[config.mk]
export PLATFORM = sky130hd
export DESIGN_NAME = ntt_mul
export DESIGN_NICKNAME = d
export VERILOG_FILES = /design/src/design/ntt_pkg.sv /design/src/design/ntt_mul.sv
export SDC_FILE = /design/constraint.sdc
export NUM_CORES = 1
export LEC_CHECK = 0
export BUFFER_PORTS_ARGS = -buffer_cell sky130_fd_sc_hd__buf_2
export CORE_ASPECT_RATIO = 0.9
export CORE_UTILIZATION = 60
export CTS_CLUSTER_DIAMETER = 30
export CTS_CLUSTER_SIZE = 40
export DETAILED_ROUTE_END_ITERATION = 8
export HOLD_SLACK_MARGIN = 0.1
export MAX_ROUTING_LAYER = met4
export PLACE_DENSITY = 0.76
export REMOVE_ABC_BUFFERS = 1
export SLEW_MARGIN = 20
export SYNTH_ARGS = -nofsm -noshare
export SYNTH_HDL_FRONTEND = slang
export SYNTH_SLANG_ARGS = --single-unit
[constraint.sdc]
create_clock -name clock -period 9.7 [get_ports clock]
set_input_delay 1.94 -clock clock [delete_from_list [all_inputs] [get_ports clock]]
set_output_delay 1.94 -clock clock [all_outputs]
set_load 0.01 [all_outputs]
[src/design/ntt_pkg.sv]
// shared types and constants for the mod 65537 number theoretic transform
`timescale 1ns / 1ps
package ntt_pkg;

   localparam int unsigned ResWidth  = 17;
   localparam int unsigned MaxPoints = 1024;
   localparam logic [16:0] Prime     = 17'd65537;
   localparam logic [16:0] Gen       = 17'd3;
   localparam logic [16:0] GenInv    = 17'd21846;

   // item kinds
   typedef enum logic [1:0] {
      KIND_WRITE = 2'd0,
      KIND_RUN   = 2'd1,
      KIND_READ  = 2'd2,
      KIND_NONE  = 2'd3
   } kind_type;

   // configuration register indexes
   localparam logic CSR_LOG_SIZE = 1'b0;
   localparam logic CSR_INVERSE  = 1'b1;

   // request to the shared modular multiplier
   typedef struct packed {
      logic        start;
      logic [16:0] a;
      logic [16:0] b;
   } mul_req_type;

   typedef struct packed {
      logic        done;
      logic [16:0] product;
   } mul_rsp_type;

   // reduce x < 2^34 modulo 65537 using 2^16 = -1
   function automatic logic [16:0] reduce34(input logic [33:0] x);
      logic [17:0] lo;
      logic [17:0] hi;
      logic [18:0] t;
      lo = {2'b00, x[15:0]} + {16'd0, x[33:32]};
      hi = {2'b00, x[31:16]};
      t  = {1'b0, lo} + {1'b0, Prime, 1'b0} - {1'b0, hi};
      // t < 3*Prime + 2, subtract up to twice
      if (t >= {1'b0, Prime, 1'b0}) t = t - {1'b0, Prime, 1'b0};
      if (t >= {2'b00, Prime}) t = t - {2'b00, Prime};
      return t[16:0];
   endfunction

endpackage

[src/design/ntt_mul.sv]
// shared modular multiplier, with a multiply stage and a reduce stage from start to done
`timescale 1ns / 1ps
module ntt_mul (
   input  logic               clock,
   input  logic               reset,
   input  ntt_pkg::mul_req_type req,
   output ntt_pkg::mul_rsp_type rsp
);
   import ntt_pkg::*;

   logic [33:0] prod_ff;
   logic [33:0] prod_in;
   logic        stage_ff;
   logic        stage_in;
   logic        done_ff;
   logic        done_in;
   logic [16:0] res_ff;
   logic [16:0] res_in;

   // multiply stage then reduce stage
   always_comb begin
      prod_in  = req.a * req.b;
      stage_in = req.start;
      done_in  = stage_ff;
      res_in   = reduce34(prod_ff);
   end

   always_ff @(posedge clock) begin
      if (reset) begin
         stage_ff <= 1'b0;
         done_ff  <= 1'b0;
      end else begin
         stage_ff <= stage_in;
         done_ff  <= done_in;
      end
      prod_ff <= prod_in;
      res_ff  <= res_in;
   end

   assign rsp.done    = done_ff;
   assign rsp.product = res_ff;

endmodule

==> impl_metrics.ini <==
[worst_setup_path]
cp-end-kind = register
worst-setup-path-type = in -> reg
worstPathMaxFanout = 17
startpoint_type = input pin
cp.arrival_ns = 8.18
required_ns = 9.93

[finish]
area_delta_synth_final_pct = 4.20
drive_above_1_share = 0.0699
final_nets = 1925
fin_util = 0.647

[sta]
fin_skew_ns = 0.00652
tightest_slew_ns = 0.888
slew_headroom = 0.404
rsz0062_at_grt = false
maxSlewViolCount = 0
finalHoldViolCount = 0
finalCriticalPeriod_ns = 7.95
min_period_over_period = 0.820
setup_viol = 0
fmax_mhz = 126
fin_tns_setup_ns = 0

[clock_tree]
cts_resized = 0
clock_sinks = 53
clock_path_buffers = 2
path_clk_slew_ns = 0.07
clk_latency_ns = 0.30
post_cts_buffers = 0
tritoncts = built
cts_hold_buf = 0
htree_levels = 2
cts-root-buf = clkbuf_16
cts-buffers-inserted = 5

[synth]
ys_async_sr_fraction = 0
ys.flop_type = dfxtp_1
synth.yosys.warnings = 0
postSynthAreaPerCell_um2 = 8.77
syn_inst = 1497
synth-seq-cells = 53
ys_seq_area_frac = 0.0808
synth_edf_count = 0
syn_area_um2 = 13100
synthDistinctLibCells = 86

[drt]
viasPerCell = 5.62
remaining_drc_errors = 0
drt-pass1-iter-count = 5
met2_length_um = 13700
wl_met1_um = 12500
wl_um = 28200
drt_iter0_markers = 652
wire_per_inst_um = 15.8
dr_wl_met3_um = 1790
num_vias = 10100
highest_layer = met4
final_antenna_net_count = 0

[place]
port_buffers = 54
dp_hpwl_um = 23100
place_congestion = 0.903

[global_routing]
antenna_found_initial = 1
grt_pass1_vias = 9970
grt_max_degree = 19
gr-total-overflow = 0
grt_use_total = 0.272
grt_pass1_wl_um = 47000

[floorplan]
die_w_um = 158
die-area_um2 = 22500
fp.dieH_um = 142
start_util = 0.621
rows = 50
core_um2 = 21100
ios = 55

[outcome]
status = finished, final reports clean

[job]
maxCapViolations = 0

[worst_hold_path]
hp-class = reg -> reg
==> Yosys cell counts (all sizes together) (3+ instances only) <==
cell type,count,share of area
inv,304,0.087
fa,227,0.35
nand2,224,0.064
ha,159,0.15
and2,107,0.051
dfxtp,53,0.081
clkbuf,52,0.015
xnor2,50,0.034
a21oi,46,0.018
nor2,35,0.010
nand3,23,0.0095
o21ai,22,0.0084
nor3,19,0.0080
a21o,18,0.010
xor2,16,0.011
nand2b,11,0.0052
nor2b,9,0.0043
a211oi,7,0.0044
o211ai,7,0.0048
a21boi,6,0.0040
nand4,6,0.0029
o21a,6,0.0034
and3,5,0.0024
or3,5,0.0024
a22oi,4,0.0023
a311o,4,0.0030
buf,4,0.0027
nor4,4,0.0035
o31ai,4,0.0033
or2,4,0.0019
a2111oi,3,0.0025
a221oi,3,0.0034
a31oi,3,0.0014
o21bai,3,0.0026
o22ai,3,0.0019
o311ai,3,0.0033
o31a,3,0.0027
==> final timing paths <==
check                                        start             endpoint  slack, ns  depth (start not counted)
worst min register to register  done_in$_SDFF_PP0_   done_ff$_SDFF_PP0_       0.46                          1
worst max-delay path                       req[27]  prod_ff[33]$_DFF_P_       1.75                         22
worst max register to register  prod_ff[1]$_DFF_P_    res_ff[1]$_DFF_P_       3.22                         23
worst min-delay path            done_in$_SDFF_PP0_   done_ff$_SDFF_PP0_       0.46                          1
==> routing by layer <==
metal  vias up  global-route usage
met5         -                   -
met4         0              0.0450
met3        27              0.0277
met2       352               0.441
met1      5012               0.374
li1       4673                   -
==> critical path, cell delays in order <==
cell,delay (ns)
buf_2,0.30
nand2_1,0.13
fa_1,0.55
inv_1,0.05
fa_1,0.54
inv_1,0.06
fa_1,0.50
fa_1,0.54
inv_1,0.05
fa_1,0.49
fa_1,0.42
ha_1,0.37
and3_1,0.21
a211oi_1,0.10
o41ai_1,0.70
a21oi_1,0.23
o21ai_0,0.24
a21oi_1,0.11
a21oi_1,0.20
a21oi_1,0.12
o21ai_0,0.20
xnor2_1,0.13
==> flip-flops by register name (all words and copies together), names as in the netlist <==
| register | flops |
|---|---|
| done_in | 1 |
| done_ff | 1 |
| prod_ff | 34 |
| res_ff | 17 |
==> logic make-up after synthesis <==
family          count (synthesis)  share of synthesized area
compound gates                166                     0.0955
fa+ha+maj                     386                      0.497
flops                          53                     0.0808
buf+inv                       360                      0.104
mux                             2                    0.00162
xor+xnor                       66                     0.0452
simple gates                  464                      0.175
==> layout make-up <==
type	instances	area (um^2)
multi-input combinational	1084	10700
clock inverter	3	26.3
fill	1850	7460
inverter	304	1140
timing repair buffer	54	270
tap	286	358
sequential	53	1060
antenna	1	2.50
clock buffer	5	125
==> layout by cell type (no fill, tap or decap), types with 3 or more instances in the layout <==
master     instances
a22oi_1            4
a21oi_1           43
nor2b_1            9
or3_1              5
o21ai_0           18
o21ai_1            4
nor2_1            34
inv_1            304
and3_1             5
nand2b_1          11
nor3_1            17
a21o_1            18
o21a_1             6
a21boi_0           4
a221oi_2           3
dfxtp_1           53
or2_2              4
and2_1           107
o211ai_1           5
xnor2_1           49
clkbuf_16          5
ha_1             159
a31oi_1            3
fa_1             227
nand2_1          222
a21oi_2            3
xor2_1            15
a311o_1            4
buf_2             54
o31ai_1            3
nand3_1           21
a211oi_1           6
nand4_1            6
==> metrics by stage <==
| step | worst slack (ns) | cell area (um^2) | cells | hold WS, ns |
|---|---|---|---|---|
| floorplan | 2.19 | 12900 | 1441 | 0.414 |
| global placement | 1.60 | 13500 | 1781 | 0.438 |
| detailed placement | 1.46 | 13500 | 1781 | 0.451 |
| CTS | 1.76 | 13700 | 1789 | 0.461 |
| global route | 1.33 | 13700 | 1790 | 0.488 |
| finish | 1.75 | 13700 | 1790 | 0.456 |
Power is not shown: default switching activity piles up to over one toggle a cycle in this logic, so the estimate is an artifact.
